--- config.mk ---
export PLATFORM = sky130hd
export DESIGN_NAME = chemical_formula_lexer_unit
export DESIGN_NICKNAME = d
export VERILOG_FILES = /design/src/hdl/cfl_pkg.sv /design/src/hdl/chemical_formula_lexer_unit.sv /design/src/hdl/cfl_core.sv /design/src/hdl/cfl_outq.sv
export SDC_FILE = /design/constraint.sdc
export NUM_CORES = 1
export LEC_CHECK = 0
export BUFFER_PORTS_ARGS = -buffer_cell sky130_fd_sc_hd__clkbuf_2
export CORE_UTILIZATION = 45
export DETAILED_ROUTE_END_ITERATION = 16
export GPL_TIMING_DRIVEN = 0
export PLACE_DENSITY_LB_ADDON = 0.05
export SLEW_MARGIN = 0
export SYNTH_ARGS = -nofsm -noshare
export SYNTH_HDL_FRONTEND = slang
export SYNTH_SLANG_ARGS = --single-unit
--- constraint.sdc ---
create_clock -name clk -period 34.6 [get_ports clk]
set_input_delay 3.46 -clock clk [delete_from_list [all_inputs] [get_ports clk]]
set_output_delay 3.46 -clock clk [all_outputs]
set_load 0.02 [all_outputs]
--- src/hdl/cfl_pkg.sv ---
`timescale 1ns / 1ps
`default_nettype none

package cfl_pkg;

    // Most results one input item can cause: a finished token, the token or
    // error of the byte itself, and the End token or the empty-formula error.
    localparam int MAX_RESULTS = 3;
    localparam int COUNT_BITS  = 2;

    // Token kinds.
    localparam logic [3:0] KIND_ELEMENT  = 4'd0;
    localparam logic [3:0] KIND_NUMBER   = 4'd1;
    localparam logic [3:0] KIND_LPAREN   = 4'd2;
    localparam logic [3:0] KIND_RPAREN   = 4'd3;
    localparam logic [3:0] KIND_LBRACKET = 4'd4;
    localparam logic [3:0] KIND_RBRACKET = 4'd5;
    localparam logic [3:0] KIND_STAR     = 4'd6;
    localparam logic [3:0] KIND_END      = 4'd7;
    localparam logic [3:0] KIND_ERROR    = 4'd8;

    // Error codes.
    localparam logic [2:0] ERR_NONE         = 3'd0;
    localparam logic [2:0] ERR_WHITESPACE   = 3'd1;
    localparam logic [2:0] ERR_UNEXPECTED   = 3'd2;
    localparam logic [2:0] ERR_ZERO         = 3'd3;
    localparam logic [2:0] ERR_LEADING_ZERO = 3'd4;
    localparam logic [2:0] ERR_OVERFLOW     = 3'd5;
    localparam logic [2:0] ERR_EMPTY        = 3'd6;

    // Single-character tokens and the zero digit.
    localparam logic [7:0] CH_LPAREN   = 8'h28;
    localparam logic [7:0] CH_RPAREN   = 8'h29;
    localparam logic [7:0] CH_LBRACKET = 8'h5B;
    localparam logic [7:0] CH_RBRACKET = 8'h5D;
    localparam logic [7:0] CH_STAR     = 8'h2A;
    localparam logic [7:0] CH_ZERO     = 8'h30;

    typedef struct packed {
        logic [7:0] char_byte;
        logic       ends_formula;
        logic       no_char;
    } lex_item_t;

    typedef struct packed {
        logic [3:0]  token_kind;
        logic [2:0]  error_code;
        logic [15:0] start_offset;
        logic [7:0]  token_length;
        logic [23:0] element_text;
        logic [63:0] number_value;
        logic        last_of_run;
    } token_t;

    // All results of one item, oldest in slot 0.
    typedef struct packed {
        logic [COUNT_BITS-1:0]    count;
        token_t [MAX_RESULTS-1:0] slot;
    } bundle_t;

endpackage

`default_nettype wire

--- src/hdl/chemical_formula_lexer_unit.sv ---
`timescale 1ns / 1ps
`default_nettype none
// Throughput: one input beat per cycle while each beat causes at most one result and
// the receiver does not stall; a beat causing more results (up to three) holds back the
// next beat until its last result leaves the result queue.
// Reset: rst_n is asynchronous and active low; it clears the lexer state, the input
// register and the result queue, and the block is ready as soon as it is released.
module chemical_formula_lexer_unit #(
    parameter int OFFSET_BITS   = 16,
    parameter int ELEMENT_CHARS = 3
) (
    input  logic               clk,
    input  logic               rst_n,
    input  logic               item_valid,
    output logic               item_stall,
    input  cfl_pkg::lex_item_t item,
    output logic               token_valid,
    input  logic               token_stall,
    output cfl_pkg::token_t    token
);

    import cfl_pkg::*;

    // The input register holds one beat while the result queue still drains, so a
    // new character is taken even when a finished token waits at the output.
    logic      in_valid_reg, in_valid_next;
    lex_item_t in_item_reg, in_item_next;

    logic      room;
    logic      advance;
    bundle_t   bundle;

    // The held beat moves through the lexer step exactly when its results can be
    // loaded into the result queue; the lexer state advances in the same cycle.
    assign advance    = in_valid_reg && room;
    assign item_stall = in_valid_reg && !room;

    always_comb begin
        in_valid_next = in_valid_reg;
        in_item_next  = in_item_reg;
        if (!item_stall) begin
            in_valid_next = item_valid;
            if (item_valid) begin
                in_item_next = item;
            end
        end
    end

    always_ff @(posedge clk or negedge rst_n) begin
        if (!rst_n) begin
            in_valid_reg <= 1'b0;
        end else begin
            in_valid_reg <= in_valid_next;
        end
    end

    always_ff @(posedge clk) begin
        in_item_reg <= in_item_next;
    end

    // The lexer step: character classes, the decimal accumulate (times ten plus
    // digit, with a 64-bit overflow check) and every result of the beat in one pass.
    cfl_core #(
        .OFFSET_BITS   (OFFSET_BITS),
        .ELEMENT_CHARS (ELEMENT_CHARS)
    ) u_core (
        .clk    (clk),
        .rst_n  (rst_n),
        .item   (in_item_reg),
        .take   (advance),
        .bundle (bundle)
    );

    // The result queue presents a beat's results one per cycle unless the receiver stalls.
    cfl_outq u_outq (
        .clk         (clk),
        .rst_n       (rst_n),
        .bundle      (bundle),
        .load        (advance),
        .room        (room),
        .token_valid (token_valid),
        .token_stall (token_stall),
        .token       (token)
    );

    // A beat that causes results shows its first one in the next cycle.
    assert property (@(posedge clk) disable iff (!rst_n)
        (advance && bundle.count != 2'd0) |=> token_valid)
        else $error("results of an advanced beat did not reach the output");

    // Only the final result of a two-result beat closes the run.
    assert property (@(posedge clk) disable iff (!rst_n)
        (advance && bundle.count == 2'd2) |->
            (bundle.slot[1].last_of_run && !bundle.slot[0].last_of_run))
        else $error("run end marked on the wrong result");

    // A result taken without the run end mark is followed by another result.
    assert property (@(posedge clk) disable iff (!rst_n)
        (token_valid && !token_stall && !token.last_of_run) |=> token_valid)
        else $error("result run broken before its last result");

endmodule

`default_nettype wire

--- src/hdl/cfl_core.sv ---
`timescale 1ns / 1ps
`default_nettype none

module cfl_core #(
    parameter int OFFSET_BITS   = 16,
    parameter int ELEMENT_CHARS = 3
) (
    input  logic               clk,
    input  logic               rst_n,
    input  cfl_pkg::lex_item_t item,
    input  logic               take,
    output cfl_pkg::bundle_t   bundle
);

    import cfl_pkg::*;

    localparam int LW = 8 * ELEMENT_CHARS;
    localparam logic [OFFSET_BITS-1:0] OFFSET_MAX = {OFFSET_BITS{1'b1}};

    typedef enum logic [1:0] {
        MODE_IDLE,
        MODE_ELEM,
        MODE_NUM,
        MODE_ERR
    } mode_t;

    mode_t                  mode_reg, mode_next;
    logic [OFFSET_BITS-1:0] byte_offset_reg, byte_offset_next;
    logic [OFFSET_BITS-1:0] token_start_reg, token_start_next;
    logic [7:0]             run_length_reg, run_length_next;
    logic [LW-1:0]          letters_kept_reg, letters_kept_next;
    logic [63:0]            value_accum_reg, value_accum_next;
    logic                   first_digit_zero_reg, first_digit_zero_next;
    logic                   value_overflowed_reg, value_overflowed_next;

    logic [7:0]             c;
    logic                   is_space, is_upper, is_lower, is_digit;
    logic [63:0]            digit_base;
    logic [67:0]            digit_sum;
    logic                   digit_ovf;
    logic [COUNT_BITS-1:0]  cnt;
    token_t [MAX_RESULTS-1:0] slots;
    logic [2:0]             fin_code;
    logic [3:0]             punct_kind;

    function automatic token_t make_tok(
        input logic [3:0]  kind,
        input logic [2:0]  err,
        input logic [31:0] off,
        input logic [7:0]  len,
        input logic [63:0] text,
        input logic [63:0] val
    );
        token_t t;
        t.token_kind   = kind;
        t.error_code   = err;
        t.start_offset = off[15:0];
        t.token_length = len;
        t.element_text = text[23:0];
        t.number_value = val;
        t.last_of_run  = 1'b0;
        return t;
    endfunction

    assign c        = item.char_byte;
    assign is_space = (c == 8'h20) || (c inside {[8'h09:8'h0D]});
    assign is_upper = c inside {[8'h41:8'h5A]};
    assign is_lower = c inside {[8'h61:8'h7A]};
    assign is_digit = c inside {[8'h30:8'h39]};

    // A digit either extends the current number or starts a new one from zero.
    assign digit_base = (mode_reg == MODE_NUM) ? value_accum_reg : 64'd0;
    assign digit_sum  = ({4'd0, digit_base} << 3) + ({4'd0, digit_base} << 1)
                      + 68'(c[3:0]);
    assign digit_ovf  = (digit_sum[67:64] != 4'd0);

    always_comb begin
        case (c)
            CH_LPAREN:   punct_kind = KIND_LPAREN;
            CH_RPAREN:   punct_kind = KIND_RPAREN;
            CH_LBRACKET: punct_kind = KIND_LBRACKET;
            CH_RBRACKET: punct_kind = KIND_RBRACKET;
            CH_STAR:     punct_kind = KIND_STAR;
            default:     punct_kind = KIND_ERROR;
        endcase
    end

    always_comb begin
        mode_next             = mode_reg;
        byte_offset_next      = byte_offset_reg;
        token_start_next      = token_start_reg;
        run_length_next       = run_length_reg;
        letters_kept_next     = letters_kept_reg;
        value_accum_next      = value_accum_reg;
        first_digit_zero_next = first_digit_zero_reg;
        value_overflowed_next = value_overflowed_reg;
        cnt                   = '0;
        slots                 = '0;
        fin_code              = ERR_NONE;

        if (!item.no_char) begin
            if (mode_reg == MODE_ELEM && is_lower) begin
                for (int i = 0; i < ELEMENT_CHARS; i++) begin
                    if (run_length_reg == 8'(i)) begin
                        letters_kept_next[8*(ELEMENT_CHARS-1-i) +: 8] =
                            letters_kept_reg[8*(ELEMENT_CHARS-1-i) +: 8] | c;
                    end
                end
                if (run_length_reg != 8'hFF) begin
                    run_length_next = run_length_reg + 8'd1;
                end
            end else if (mode_reg == MODE_NUM && is_digit) begin
                if (!value_overflowed_reg) begin
                    if (digit_ovf) begin
                        value_overflowed_next = 1'b1;
                    end else begin
                        value_accum_next = digit_sum[63:0];
                    end
                end
                if (run_length_reg != 8'hFF) begin
                    run_length_next = run_length_reg + 8'd1;
                end
            end else begin
                // The byte cannot extend the current token, so close it first.
                if (mode_next == MODE_ELEM) begin
                    slots[cnt] = make_tok(KIND_ELEMENT, ERR_NONE, 32'(token_start_next),
                                          run_length_next, 64'(letters_kept_next), 64'd0);
                    cnt = cnt + 2'd1;
                    mode_next = MODE_IDLE;
                end else if (mode_next == MODE_NUM) begin
                    if (value_overflowed_next) begin
                        fin_code = ERR_OVERFLOW;
                    end else if (value_accum_next == 64'd0) begin
                        fin_code = ERR_ZERO;
                    end else if (first_digit_zero_next) begin
                        fin_code = ERR_LEADING_ZERO;
                    end
                    if (fin_code != ERR_NONE) begin
                        slots[cnt] = make_tok(KIND_ERROR, fin_code, 32'(token_start_next),
                                              run_length_next, 64'd0, 64'd0);
                        mode_next = MODE_ERR;
                    end else begin
                        slots[cnt] = make_tok(KIND_NUMBER, ERR_NONE, 32'(token_start_next),
                                              run_length_next, 64'd0, value_accum_next);
                        mode_next = MODE_IDLE;
                    end
                    cnt = cnt + 2'd1;
                end

                if (mode_next == MODE_IDLE) begin
                    if (is_space) begin
                        slots[cnt] = make_tok(KIND_ERROR, ERR_WHITESPACE,
                                              32'(byte_offset_reg), 8'd1, 64'd0, 64'd0);
                        cnt = cnt + 2'd1;
                        mode_next = MODE_ERR;
                    end else if (is_upper) begin
                        token_start_next = byte_offset_reg;
                        letters_kept_next = '0;
                        letters_kept_next[LW-1 -: 8] = c;
                        run_length_next = 8'd1;
                        mode_next = MODE_ELEM;
                    end else if (is_digit) begin
                        token_start_next      = byte_offset_reg;
                        run_length_next       = 8'd1;
                        value_accum_next      = digit_sum[63:0];
                        value_overflowed_next = 1'b0;
                        first_digit_zero_next = (c == CH_ZERO);
                        mode_next             = MODE_NUM;
                    end else if (punct_kind != KIND_ERROR) begin
                        slots[cnt] = make_tok(punct_kind, ERR_NONE, 32'(byte_offset_reg),
                                              8'd1, 64'd0, 64'd0);
                        cnt = cnt + 2'd1;
                    end else begin
                        slots[cnt] = make_tok(KIND_ERROR, ERR_UNEXPECTED,
                                              32'(byte_offset_reg), 8'd1, 64'd0, 64'd0);
                        cnt = cnt + 2'd1;
                        mode_next = MODE_ERR;
                    end
                end
            end

            if (byte_offset_reg != OFFSET_MAX) begin
                byte_offset_next = byte_offset_reg + OFFSET_BITS'(1);
            end
        end

        if (item.ends_formula) begin
            fin_code = ERR_NONE;
            if (mode_next == MODE_ELEM) begin
                slots[cnt] = make_tok(KIND_ELEMENT, ERR_NONE, 32'(token_start_next),
                                      run_length_next, 64'(letters_kept_next), 64'd0);
                cnt = cnt + 2'd1;
                mode_next = MODE_IDLE;
            end else if (mode_next == MODE_NUM) begin
                if (value_overflowed_next) begin
                    fin_code = ERR_OVERFLOW;
                end else if (value_accum_next == 64'd0) begin
                    fin_code = ERR_ZERO;
                end else if (first_digit_zero_next) begin
                    fin_code = ERR_LEADING_ZERO;
                end
                if (fin_code != ERR_NONE) begin
                    slots[cnt] = make_tok(KIND_ERROR, fin_code, 32'(token_start_next),
                                          run_length_next, 64'd0, 64'd0);
                    mode_next = MODE_ERR;
                end else begin
                    slots[cnt] = make_tok(KIND_NUMBER, ERR_NONE, 32'(token_start_next),
                                          run_length_next, 64'd0, value_accum_next);
                    mode_next = MODE_IDLE;
                end
                cnt = cnt + 2'd1;
            end

            if (mode_next != MODE_ERR) begin
                if (byte_offset_next == '0) begin
                    slots[cnt] = make_tok(KIND_ERROR, ERR_EMPTY, 32'd0, 8'd0, 64'd0, 64'd0);
                end else begin
                    slots[cnt] = make_tok(KIND_END, ERR_NONE, 32'(byte_offset_next),
                                          8'd0, 64'd0, 64'd0);
                end
                cnt = cnt + 2'd1;
            end

            // The formula is over: everything returns to its reset value.
            mode_next             = MODE_IDLE;
            byte_offset_next      = '0;
            token_start_next      = '0;
            run_length_next       = 8'd0;
            letters_kept_next     = '0;
            value_accum_next      = 64'd0;
            first_digit_zero_next = 1'b0;
            value_overflowed_next = 1'b0;
        end

        if (cnt != 2'd0) begin
            slots[2'(cnt - 2'd1)].last_of_run = 1'b1;
        end

        bundle.count = cnt;
        bundle.slot  = slots;
    end

    always_ff @(posedge clk or negedge rst_n) begin
        if (!rst_n) begin
            mode_reg             <= MODE_IDLE;
            byte_offset_reg      <= '0;
            token_start_reg      <= '0;
            run_length_reg       <= 8'd0;
            letters_kept_reg     <= '0;
            value_accum_reg      <= 64'd0;
            first_digit_zero_reg <= 1'b0;
            value_overflowed_reg <= 1'b0;
        end else if (take) begin
            mode_reg             <= mode_next;
            byte_offset_reg      <= byte_offset_next;
            token_start_reg      <= token_start_next;
            run_length_reg       <= run_length_next;
            letters_kept_reg     <= letters_kept_next;
            value_accum_reg      <= value_accum_next;
            first_digit_zero_reg <= first_digit_zero_next;
            value_overflowed_reg <= value_overflowed_next;
        end
    end

endmodule

`default_nettype wire

--- src/hdl/cfl_outq.sv ---
`timescale 1ns / 1ps
`default_nettype none

module cfl_outq (
    input  logic             clk,
    input  logic             rst_n,
    input  cfl_pkg::bundle_t bundle,
    input  logic             load,
    output logic             room,
    output logic             token_valid,
    input  logic             token_stall,
    output cfl_pkg::token_t  token
);

    import cfl_pkg::*;

    logic [COUNT_BITS-1:0]    count_reg, count_next;
    token_t [MAX_RESULTS-1:0] slot_reg, slot_next;
    logic                     drain;

    assign token_valid = (count_reg != '0);
    assign token       = slot_reg[0];
    assign drain       = token_valid && !token_stall;

    // A bundle fits an empty queue or one whose last result leaves now.
    assign room = (count_reg == '0) || (count_reg == COUNT_BITS'(1) && !token_stall);

    always_comb begin
        count_next = count_reg;
        slot_next  = slot_reg;
        if (load) begin
            count_next = bundle.count;
            slot_next  = bundle.slot;
        end else if (drain) begin
            count_next = count_reg - COUNT_BITS'(1);
            slot_next  = {token_t'('0), slot_reg[MAX_RESULTS-1:1]};
        end
    end

    always_ff @(posedge clk or negedge rst_n) begin
        if (!rst_n) begin
            count_reg <= '0;
        end else begin
            count_reg <= count_next;
        end
    end

    always_ff @(posedge clk) begin
        slot_reg <= slot_next;
    end

endmodule

`default_nettype wire

==> results of run 1 <==
==> path summary, 6_finish.rpt <==
check	start	end	slack (ns)	cells after the start
min reg2reg	u_outq.slot_reg[284]$_SDFFCE_PN0P_	u_outq.slot_reg[164]$_DFFE_PP_	0.52	2
min in group asynchronous	rst_n	in_valid_reg$_DFFE_PN0N_	2.79	1
min	u_outq.slot_reg[284]$_SDFFCE_PN0P_	u_outq.slot_reg[164]$_DFFE_PP_	0.52	2
max in group asynchronous	rst_n	u_core.value_accum_reg[14]$_DFFE_PN0P_	30.86	2
max reg2reg	u_core.mode_reg[0]$_DFFE_PN0P_	u_outq.token[55]$_DFFE_PP_	24.91	24
max	u_core.mode_reg[0]$_DFFE_PN0P_	u_outq.token[55]$_DFFE_PP_	24.91	24
==> logic make-up (layout without fill, tap and decap cells) <==
group,count (synthesis),count (layout)
AO/OA/AOI/OAI,1097,1097
flip-flops,504,504
buffers and inverters,417,673
AND/OR/NAND/NOR,1129,1129
XOR/XNOR,56,56
adder cells (fa/ha/maj),144,144
multiplexers,87,87
other,0,1
==> critical path, stage by stage, from the launching register on <==
cell                        delay [ns]
sky130_fd_sc_hd__dfrtp_1          0.44
sky130_fd_sc_hd__inv_1            0.12
sky130_fd_sc_hd__ha_1             0.15
sky130_fd_sc_hd__clkbuf_1         0.34
sky130_fd_sc_hd__clkbuf_1         0.53
sky130_fd_sc_hd__clkbuf_1         0.35
sky130_fd_sc_hd__and2_1           0.23
sky130_fd_sc_hd__ha_1             0.24
sky130_fd_sc_hd__ha_1             0.38
sky130_fd_sc_hd__nand4_1          0.35
sky130_fd_sc_hd__a2111oi_1        1.12
sky130_fd_sc_hd__o211a_1          0.43
sky130_fd_sc_hd__o211ai_1         0.11
sky130_fd_sc_hd__a221oi_1         0.36
sky130_fd_sc_hd__a211o_1          0.29
sky130_fd_sc_hd__a211o_1          0.13
sky130_fd_sc_hd__buf_2            0.23
sky130_fd_sc_hd__and2_1           0.17
sky130_fd_sc_hd__clkbuf_1         0.38
sky130_fd_sc_hd__o311ai_2         0.27
sky130_fd_sc_hd__a21oi_1          0.89
sky130_fd_sc_hd__nand2_1          0.51
sky130_fd_sc_hd__clkbuf_1         0.43
sky130_fd_sc_hd__a2bb2oi_1        0.23
sky130_fd_sc_hd__o21ai_0          0.64
==> through the flow <==
step           power, µW  area [µm²]
6_report            3220       36400
3_3_place_gp        2830       34200
5_1_grt             3310       36400
2_1_floorplan       2120       32300
3_5_place_dp        2570       34600
4_1_cts             3160       36300
==> routing by layer <==
metal  part of all wire  up-vias  track usage
li1                   -    13200            -
met2               0.41     2103        0.512
met5            0.00035        -            0
met1               0.43    15200        0.549
met3               0.13      230        0.110
met4              0.032        8        0.117
==> cells in the final DEF, fill, tap and decap left out, types with 16 or more instances in the layout <==
cell type / instances
sky130_fd_sc_hd__o21a_1: 21
sky130_fd_sc_hd__clkbuf_2: 134
sky130_fd_sc_hd__o22ai_1: 16
sky130_fd_sc_hd__mux2i_1: 79
sky130_fd_sc_hd__inv_1: 49
sky130_fd_sc_hd__nand3_1: 63
sky130_fd_sc_hd__xor2_1: 26
sky130_fd_sc_hd__a21oi_1: 199
sky130_fd_sc_hd__nor2_1: 201
sky130_fd_sc_hd__ha_1: 143
sky130_fd_sc_hd__buf_4: 123
sky130_fd_sc_hd__nor2_2: 51
sky130_fd_sc_hd__and2_1: 78
sky130_fd_sc_hd__or3_1: 37
sky130_fd_sc_hd__nand4_1: 52
sky130_fd_sc_hd__a2bb2oi_1: 65
sky130_fd_sc_hd__xnor2_1: 30
sky130_fd_sc_hd__clkbuf_16: 55
sky130_fd_sc_hd__clkbuf_1: 223
sky130_fd_sc_hd__nor4_1: 32
sky130_fd_sc_hd__o21ai_0: 371
sky130_fd_sc_hd__nor3_1: 82
sky130_fd_sc_hd__o21ai_1: 21
sky130_fd_sc_hd__and3_1: 26
sky130_fd_sc_hd__a22oi_1: 123
sky130_fd_sc_hd__nand2_1: 407
sky130_fd_sc_hd__a21o_1: 22
sky130_fd_sc_hd__dfrtp_1: 135
sky130_fd_sc_hd__edfxtp_1: 369
sky130_fd_sc_hd__a22o_1: 44
sky130_fd_sc_hd__buf_2: 22
sky130_fd_sc_hd__a31oi_1: 38
==> area by class of cell <==
cell class / instances / area (µm²)
fillers: 6536 / 34200
multi-input cells: 2513 / 15800
flip-flops and latches: 504 / 14500
plain buffers: 368 / 1930
clock buffers: 74 / 1490
well taps: 940 / 1180
repair buffers: 153 / 1040
clock inverters: 29 / 282
inverters: 49 / 184
diodes: 1 / 2.50
==> power breakdown <==
part           switching [µW]  internal [µW]  leakage [µW]
Sequential               78.5            967       0.00562
Clock                     260            332      0.000868
Combinational            1140            447       0.00766
==> flow_summary.html, run 1 <==
<table>
<tr><th>Metric</th><th>Value</th></tr>
<tr><th colspan="2">Synth</th></tr>
<tr><td>Sequential share of the synthesized area</td><td>0.447</td></tr>
<tr><td>Synth async-reset ratio</td><td>0.268</td></tr>
<tr><td>Library cells used by synthesis</td><td>95</td></tr>
<tr><td>Leading post-synthesis cells by instance count</td><td>sky130_fd_sc_hd__nand2_1 (407), sky130_fd_sc_hd__o21ai_0 (372), sky130_fd_sc_hd__edfxtp_1 (369)</td></tr>
<tr><td>Cell area after technology mapping</td><td>approximately 32000 µm²</td></tr>
<tr><td>Area share of xor/xnor cells in the synthesized design</td><td>0.0152</td></tr>
<tr><td>Top_reg_cell synth</td><td>sky130_fd_sc_hd__edfxtp_1</td></tr>
<tr><td>Synth warnings</td><td>0</td></tr>
<tr><td>Mux contribution to synthesized area</td><td>0.0272</td></tr>
<tr><td>Top-area cell type share of the netlist area</td><td>0.343</td></tr>
<tr><td>Syn_nets</td><td>3592</td></tr>
<tr><td>Number of synthesized flops with an enable pin</td><td>about 370</td></tr>
<tr><td>Cell count after synthesis</td><td>roughly 3400</td></tr>
<tr><td>Share of synthesized cell area in and, or, nand and nor gates</td><td>0.171</td></tr>
<tr><td>Number of register bits inferred by synthesis</td><td>between 500 and 600</td></tr>
<tr><td>Synthesized area divided by synthesized cell count</td><td>9.42 µm²</td></tr>
<tr><td>Share of the synthesized area in compound gates (AO/OA/AOI/OAI)</td><td>0.218</td></tr>
<tr><td>Leading post-synthesis cells by cell area</td><td>sky130_fd_sc_hd__edfxtp_1 (34%), sky130_fd_sc_hd__dfrtp_1 (10%), sky130_fd_sc_hd__o21ai_0 (5.8%), sky130_fd_sc_hd__ha_1 (5.5%), sky130_fd_sc_hd__nand2_1 (4.7%)</td></tr>
<tr><td>Combinational family with the most area after synthesis</td><td>compound AO/OA/AOI/OAI gates</td></tr>
<tr><td>Most numerous cell in the Yosys netlist</td><td>sky130_fd_sc_hd__nand2_1</td></tr>
<tr><td>Post-synthesis cell type with the largest combined area</td><td>sky130_fd_sc_hd__edfxtp_1</td></tr>
<tr><td>Post-Synth Adder-Cell Area</td><td>0.0559</td></tr>
<tr><th colspan="2">Global route</th></tr>
<tr><td>Total overflow reported by the global router</td><td>0</td></tr>
<tr><td>Vias in the first global route</td><td>28200</td></tr>
<tr><td>Pin count of the biggest net entering global routing</td><td>about 90</td></tr>
<tr><td>Global-route wire length before repair</td><td>198000 µm</td></tr>
<tr><td>Antenna violations before repair</td><td>5</td></tr>
<tr><td>GRT Overall Usage</td><td>0.370</td></tr>
<tr><th colspan="2">Finish</th></tr>
<tr><td>Total Nets Final</td><td>3802</td></tr>
<tr><td>Layout cell share with drive strength beyond 1</td><td>0.132</td></tr>
<tr><td>Util after Layout</td><td>0.516</td></tr>
<tr><td>Max reg flops</td><td>between 200 and 250</td></tr>
<tr><td>Layout-stage area growth over the synthesis result</td><td>12.4%</td></tr>
<tr><td>Fin cells</td><td>4631</td></tr>
<tr><th colspan="2">Timing</th></tr>
<tr><td>Final critical-path share of the clock period</td><td>0.280</td></tr>
<tr><td>RSZ-0062 raised after global routing</td><td>false</td></tr>
<tr><td>Final hold slack</td><td>between 0.5 and 0.6 ns</td></tr>
<tr><td>Worst clock skew</td><td>0.0509 ns</td></tr>
<tr><td>Worst Tran Pin Value</td><td>roughly 1.5 ns</td></tr>
<tr><td>Setup WS post-layout</td><td>24.91 ns</td></tr>
<tr><td>Post-route setup TNS</td><td>0 ns</td></tr>
<tr><td># setup viols final</td><td>0</td></tr>
<tr><td>Count of endpoints failing hold in the final timing report</td><td>0</td></tr>
<tr><td>Normalized max-slew margin</td><td>0.00880</td></tr>
<tr><td>Count of final max-slew check failures</td><td>0</td></tr>
<tr><td>Final critical-path required period</td><td>9.69 ns</td></tr>
<tr><td>Maximum clock frequency</td><td>0.103 GHz</td></tr>
<tr><th colspan="2">Clock tree</th></tr>
<tr><td>Clock tree buffer depth</td><td>3</td></tr>
<tr><td>Clock tree from TritonCTS</td><td>built</td></tr>
<tr><td>Total clock buffers created by CTS</td><td>55</td></tr>
<tr><td>Number of gates given a new drive strength after cts</td><td>0</td></tr>
<tr><td>Root Buffer Master</td><td>sky130_fd_sc_hd__clkbuf_16</td></tr>
<tr><td>H-tree lvl count</td><td>2</td></tr>
<tr><td>Clock latency on the worst-skew pair</td><td>0.65 ns</td></tr>
<tr><td>CTS sink count</td><td>just over 500</td></tr>
<tr><td>Buffers inserted during post-CTS setup optimization</td><td>0</td></tr>
<tr><td>Hold buffer count at CTS</td><td>0</td></tr>
<tr><td>Clock-pin slew on the worst setup and hold paths</td><td>0.07 ns</td></tr>
<tr><th colspan="2">Floorplan</th></tr>
<tr><td>Core footprint</td><td>70500 µm²</td></tr>
<tr><td>Die outline area</td><td>72900 µm²</td></tr>
<tr><td>Floorplan die height</td><td>270 µm</td></tr>
<tr><td>Initial core utilization</td><td>0.459</td></tr>
<tr><td>Placement Rows</td><td>97</td></tr>
<tr><td>Number of placed I/O pins</td><td>136</td></tr>
<tr><td>Die X</td><td>270 µm</td></tr>
<tr><th colspan="2">Hold path</th></tr>
<tr><td>Worst hold path type</td><td>reg -&gt; reg</td></tr>
<tr><th colspan="2">Detailed routing</th></tr>
<tr><td>Via density</td><td>6.63</td></tr>
<tr><td>Detailed-route wire length per cell</td><td>29.9 µm</td></tr>
<tr><td>Router iterations before antenna repair</td><td>7</td></tr>
<tr><td>Final Routed Wirelength</td><td>138000 µm</td></tr>
<tr><td>Drc violations</td><td>0</td></tr>
<tr><td>DR vias</td><td>30700</td></tr>
<tr><td>DRC marker count from the first detailed-route iteration</td><td>4715</td></tr>
<tr><td>Antenna violation net count after detailed routing</td><td>0</td></tr>
<tr><th colspan="2">Placement</th></tr>
<tr><td>Number of port buffers</td><td>135</td></tr>
<tr><td>HPWL after DPL</td><td>106000 µm</td></tr>
<tr><td>Final Wtd Congestion</td><td>1.00</td></tr>
<tr><td>Placed cell count</td><td>4526</td></tr>
<tr><td>Post-Place Worst Slack</td><td>25.39 ns</td></tr>
<tr><th colspan="2">Pwr</th></tr>
<tr><td>Leak pwr</td><td>0.0141 µW</td></tr>
<tr><td>Total power divided by cell area</td><td>88.7 nW/µm²</td></tr>
<tr><td>Largest vdd supply drop</td><td>0.0672 mV</td></tr>
<tr><th colspan="2">Outcome</th></tr>
<tr><td>Status</td><td>finished, final reports clean</td></tr>
<tr><th colspan="2">Flow run</th></tr>
<tr><td>Max_cap viols</td><td>0</td></tr>
<tr><th colspan="2">Worst setup path</th></tr>
<tr><td>Worst EP required</td><td>about 35 ns</td></tr>
<tr><td>Kind of end point of the critical path</td><td>flop</td></tr>
<tr><td>Largest fanout on the critical path</td><td>10</td></tr>
<tr><td>Worst path arrival time</td><td>9.99 ns</td></tr>
<tr><td>Crit start category</td><td>flop</td></tr>
<tr><td>Worst Path Class, Setup</td><td>reg -&gt; reg</td></tr>
</table>
Power figures use the tool's default switching activity.
==> run 2: changes to the inputs <==
==> constraint.sdc (replaced) <==
create_clock -name clk -period 8.62 [get_ports clk]
set_input_delay 0.862 -clock clk [delete_from_list [all_inputs] [get_ports clk]]
set_output_delay 0.862 -clock clk [all_outputs]
set_load 0.02 [all_outputs]
==> run 2 against run 1 <==
Critical path depth unchanged. The run now ends with max-capacitance violations, max-slew violations left. Count of clock-buffer cells in the layout up 1. Register-to-register slack worse by 25 ns. First-iteration DRC count down 9.1%. Clock power rose to 4.4 times the previous value. Fmax up 13%. Largest cell class unchanged. Flip-flop and latch count unchanged. Design area up 1.1%. Largest power group unchanged. Hold slack worse by 0.34 ns. Critical path type unchanged. Worst setup slack worse by 25 ns.
==> flow_summary.html, run 2 (synthesis results as in run 1) <==
<table>
<tr><th>Metric</th><th>Value</th></tr>
<tr><th colspan="2">Detailed routing</th></tr>
<tr><td>Final Routed Wirelength</td><td>137000 µm</td></tr>
<tr><td>DR vias</td><td>slightly above 30000</td></tr>
<tr><td>Top Layer Used</td><td>met5</td></tr>
<tr><td>Detailed route wirelength on metal3</td><td>approximately 18000 µm</td></tr>
<tr><td>Met1 layer wirelength in the final routing</td><td>58400 µm</td></tr>
<tr><td>Detailed-route wire length per cell</td><td>29.4 µm</td></tr>
<tr><td>Amount of wire on met2 after detailed routing</td><td>55400 µm</td></tr>
<tr><td>Drc violations</td><td>0</td></tr>
<tr><td>Antenna violation net count after detailed routing</td><td>0</td></tr>
<tr><td>Via density</td><td>6.54</td></tr>
<tr><td>DRC marker count from the first detailed-route iteration</td><td>around 4300</td></tr>
<tr><td>Router iterations before antenna repair</td><td>14</td></tr>
<tr><th colspan="2">Pwr</th></tr>
<tr><td>Final total power</td><td>13200 µW</td></tr>
<tr><td>Total power divided by cell area</td><td>359 nW/µm²</td></tr>
<tr><td>Sequential cell fraction of total power</td><td>0.318</td></tr>
<tr><td>Power dissipated by switching net loads</td><td>5950 µW</td></tr>
<tr><td>Internal Power</td><td>7220 µW</td></tr>
<tr><td>Combinational share of power</td><td>0.483</td></tr>
<tr><td>Leak pwr</td><td>0.0143 µW</td></tr>
<tr><td>Largest vdd supply drop</td><td>0.250 mV</td></tr>
<tr><td>Clock power share</td><td>0.199</td></tr>
<tr><td>Fraction of power spent switching nets</td><td>0.452</td></tr>
<tr><th colspan="2">Clock tree</th></tr>
<tr><td>Hold buffer count at CTS</td><td>0</td></tr>
<tr><td>Root Buffer Master</td><td>sky130_fd_sc_hd__clkbuf_16</td></tr>
<tr><td>H-tree lvl count</td><td>2</td></tr>
<tr><td>Total clock buffers created by CTS</td><td>58</td></tr>
<tr><td>CTS sink count</td><td>504</td></tr>
<tr><td>Clock-pin slew on the worst setup and hold paths</td><td>0.07 ns</td></tr>
<tr><td>Clock tree from TritonCTS</td><td>built</td></tr>
<tr><td>Clock tree buffer depth</td><td>3</td></tr>
<tr><td>Clock latency on the worst-skew pair</td><td>0.68 ns</td></tr>
<tr><th colspan="2">Placement</th></tr>
<tr><td>HPWL after DPL</td><td>104000 µm</td></tr>
<tr><td>Number of port buffers</td><td>135</td></tr>
<tr><td>Final Wtd Congestion</td><td>0.999</td></tr>
<tr><td>Placed cell count</td><td>roughly 4500</td></tr>
<tr><th colspan="2">Timing</th></tr>
<tr><td>Post-route setup TNS</td><td>0 ns</td></tr>
<tr><td>Final critical-path share of the clock period</td><td>0.997</td></tr>
<tr><td>Count of final max-slew check failures</td><td>11</td></tr>
<tr><td>Worst Tran Pin Value</td><td>1.53 ns</td></tr>
<tr><td>Maximum clock frequency</td><td>about 0.12 GHz</td></tr>
<tr><td>Worst clock skew</td><td>0.0767 ns</td></tr>
<tr><td>RSZ-0062 raised after global routing</td><td>false</td></tr>
<tr><td>Count of endpoints failing hold in the final timing report</td><td>0</td></tr>
<tr><td>Normalized max-slew margin</td><td>-0.0193</td></tr>
<tr><td>Final hold slack</td><td>0.181 ns</td></tr>
<tr><td># setup viols final</td><td>0</td></tr>
<tr><td>Final critical-path required period</td><td>8.60 ns</td></tr>
<tr><th colspan="2">Global route</th></tr>
<tr><td>Vias in the first global route</td><td>roughly 28000</td></tr>
<tr><td>GRT Overall Usage</td><td>0.366</td></tr>
<tr><td>Global-route wire length before repair</td><td>196000 µm</td></tr>
<tr><td>Antenna violations before repair</td><td>7</td></tr>
<tr><td>Pin count of the biggest net entering global routing</td><td>just over 80</td></tr>
<tr><td>Total overflow reported by the global router</td><td>0</td></tr>
<tr><th colspan="2">Worst setup path</th></tr>
<tr><td>Cell family contributing the most delay on the critical path</td><td>compound AO/OA/AOI/OAI gates</td></tr>
<tr><td>Worst Path Class, Setup</td><td>reg -&gt; reg</td></tr>
<tr><td>Worst path arrival time</td><td>roughly 9 ns</td></tr>
<tr><td>Kind of end point of the critical path</td><td>flop</td></tr>
<tr><td>Worst Setup SP</td><td>u_core.mode_reg[0]$_DFFE_PN0P_</td></tr>
<tr><td>Number of buffers and inverters on the critical path</td><td>6</td></tr>
<tr><td>Crit start category</td><td>flop</td></tr>
<tr><td>Number of cells on the worst reg-to-reg path</td><td>24</td></tr>
<tr><td>Cell-by-cell trace of the critical path</td><td>inv_1, ha_1, clkbuf_2, and2_1, ha_1, ha_1, fa_1, a211oi_1, o21ai_1, and2_1, o2111ai_1, a311oi_1, or3_1, a211o_1, a211o_1, buf_2, and2_1, clkbuf_1, o311ai_2, a21oi_1, or3_1, clkbuf_1, clkbuf_2, o21ai_0</td></tr>
<tr><td>Levels on crit path</td><td>24</td></tr>
<tr><td>Worst EP required</td><td>9.03 ns</td></tr>
<tr><td>Largest fanout on the critical path</td><td>10</td></tr>
<tr><td>Crit-path slowest cell</td><td>sky130_fd_sc_hd__o311ai_2</td></tr>
<tr><td>Worst-case register-to-register setup slack</td><td>0.02 ns</td></tr>
<tr><td>Startpoint of the worst register-to-register path</td><td>u_core.mode_reg[0]$_DFFE_PN0P_</td></tr>
<tr><td>Slowest stage delay, CP</td><td>approximately 0.56 ns</td></tr>
<tr><th colspan="2">Floorplan</th></tr>
<tr><td>Placement Rows</td><td>97</td></tr>
<tr><td>Floorplan die height</td><td>270 µm</td></tr>
<tr><td>Die outline area</td><td>72900 µm²</td></tr>
<tr><td>Die X</td><td>270 µm</td></tr>
<tr><td>Number of placed I/O pins</td><td>136</td></tr>
<tr><td>Initial core utilization</td><td>0.459</td></tr>
<tr><td>Core footprint</td><td>70500 µm²</td></tr>
<tr><th colspan="2">Flow run</th></tr>
<tr><td>Max_cap viols</td><td>1</td></tr>
<tr><th colspan="2">Finish</th></tr>
<tr><td>Total Nets Final</td><td>3807</td></tr>
<tr><td>Layout cell share with drive strength beyond 1</td><td>0.141</td></tr>
<tr><td>Fin cells</td><td>4640</td></tr>
<tr><td>Util after Layout</td><td>0.521</td></tr>
<tr><td>Max reg flops</td><td>roughly 240</td></tr>
<tr><td>Highest-count cells in the layout ignoring fill and taps</td><td>sky130_fd_sc_hd__nand2_1 (407), sky130_fd_sc_hd__edfxtp_1 (369), sky130_fd_sc_hd__o21ai_0 (363)</td></tr>
<tr><td>Layout-stage area growth over the synthesis result</td><td>13.6%</td></tr>
<tr><td>Most frequent standard cell in the layout excluding fill and tap cells</td><td>sky130_fd_sc_hd__nand2_1</td></tr>
<tr><th colspan="2">Outcome</th></tr>
<tr><td>Status</td><td>finished with violations</td></tr>
<tr><td>Violated checks</td><td>max-capacitance violations, max-slew violations</td></tr>
<tr><th colspan="2">Hold path</th></tr>
<tr><td>Worst hold path type</td><td>in -&gt; async</td></tr>
</table>
## run 2: timing repair
item / 4_1_cts / 5_1_grt
gates cloned: 0 / 0
pin swaps: 0 / 1
gates resized for setup: 14 / 19
endpoints found under the setup margin: 107 / 188
buffers inserted: 3 / 0
## run 2: final cells by class
cell class	count	area, µm²
well taps	940	1180
multi-input cells	2513	15800
flip-flops and latches	504	14500
inverters	49	184
fillers	6557	33800
repair buffers	156	1110
diodes	1	2.50
plain buffers	367	1940
clock buffers	75	1600
clock inverters	35	442
## run 2: worst reg2reg max path: stages (launching register included)
cell and delay, ns:
sky130_fd_sc_hd__dfrtp_1 0.43, sky130_fd_sc_hd__inv_1 0.11, sky130_fd_sc_hd__ha_1 0.41, sky130_fd_sc_hd__clkbuf_2 0.39, sky130_fd_sc_hd__and2_1 0.24, sky130_fd_sc_hd__ha_1 0.25
sky130_fd_sc_hd__ha_1 0.22, sky130_fd_sc_hd__fa_1 0.49, sky130_fd_sc_hd__a211oi_1 0.42, sky130_fd_sc_hd__o21ai_1 0.27, sky130_fd_sc_hd__and2_1 0.27, sky130_fd_sc_hd__o2111ai_1 0.47
sky130_fd_sc_hd__a311oi_1 0.20, sky130_fd_sc_hd__or3_1 0.33, sky130_fd_sc_hd__a211o_1 0.41, sky130_fd_sc_hd__a211o_1 0.26, sky130_fd_sc_hd__buf_2 0.20, sky130_fd_sc_hd__and2_1 0.16
sky130_fd_sc_hd__clkbuf_1 0.25, sky130_fd_sc_hd__o311ai_2 0.56, sky130_fd_sc_hd__a21oi_1 0.32, sky130_fd_sc_hd__or3_1 0.47, sky130_fd_sc_hd__clkbuf_1 0.29, sky130_fd_sc_hd__clkbuf_2 0.45
sky130_fd_sc_hd__o21ai_0 0.52
## run 2: path summary, 6_finish.rpt
path                                                     endpoint
setup / recovery                       u_outq.token[46]$_DFFE_PP_
hold / removal               u_core.run_length_reg[0]$_DFFE_PN0P_
setup reg to reg                       u_outq.token[46]$_DFFE_PP_
hold reg to reg                    u_outq.slot_reg[128]$_DFFE_PP_
max in group asynchronous  u_core.value_accum_reg[50]$_DFFE_PN0P_
min in group clk                         in_item_reg[1]$_DFFE_PP_
## run 2: power by group through the flow
stage / logic (µW) / registers [µW] / clock network, µW
6_report: 6360 / 4190 / 2620
3_5_place_dp: 6120 / 4220 / 0
2_1_floorplan: 3490 / 4290 / 0
4_1_cts: 6150 / 4190 / 2630
5_1_grt: 6570 / 4270 / 2730
3_3_place_gp: 5840 / 4480 / 0
## run 2: metrics by stage
step,area (µm²),worst slack [ns]
after floorplan,32300,1.43
after global placement,34200,-1.46
after detailed placement,34600,-0.504
after CTS,36700,0.0441
after global routing,36700,0.00428
final,36700,0.0239
## run 2: metal layers
| layer | up-vias | track usage |
|---|---|---|
| met5 | - | 0 |
| met4 | 6 | 0.124 |
| met3 | 290 | 0.110 |
| met2 | 2049 | 0.508 |
| met1 | 14800 | 0.535 |
| li1 | 13200 | - |
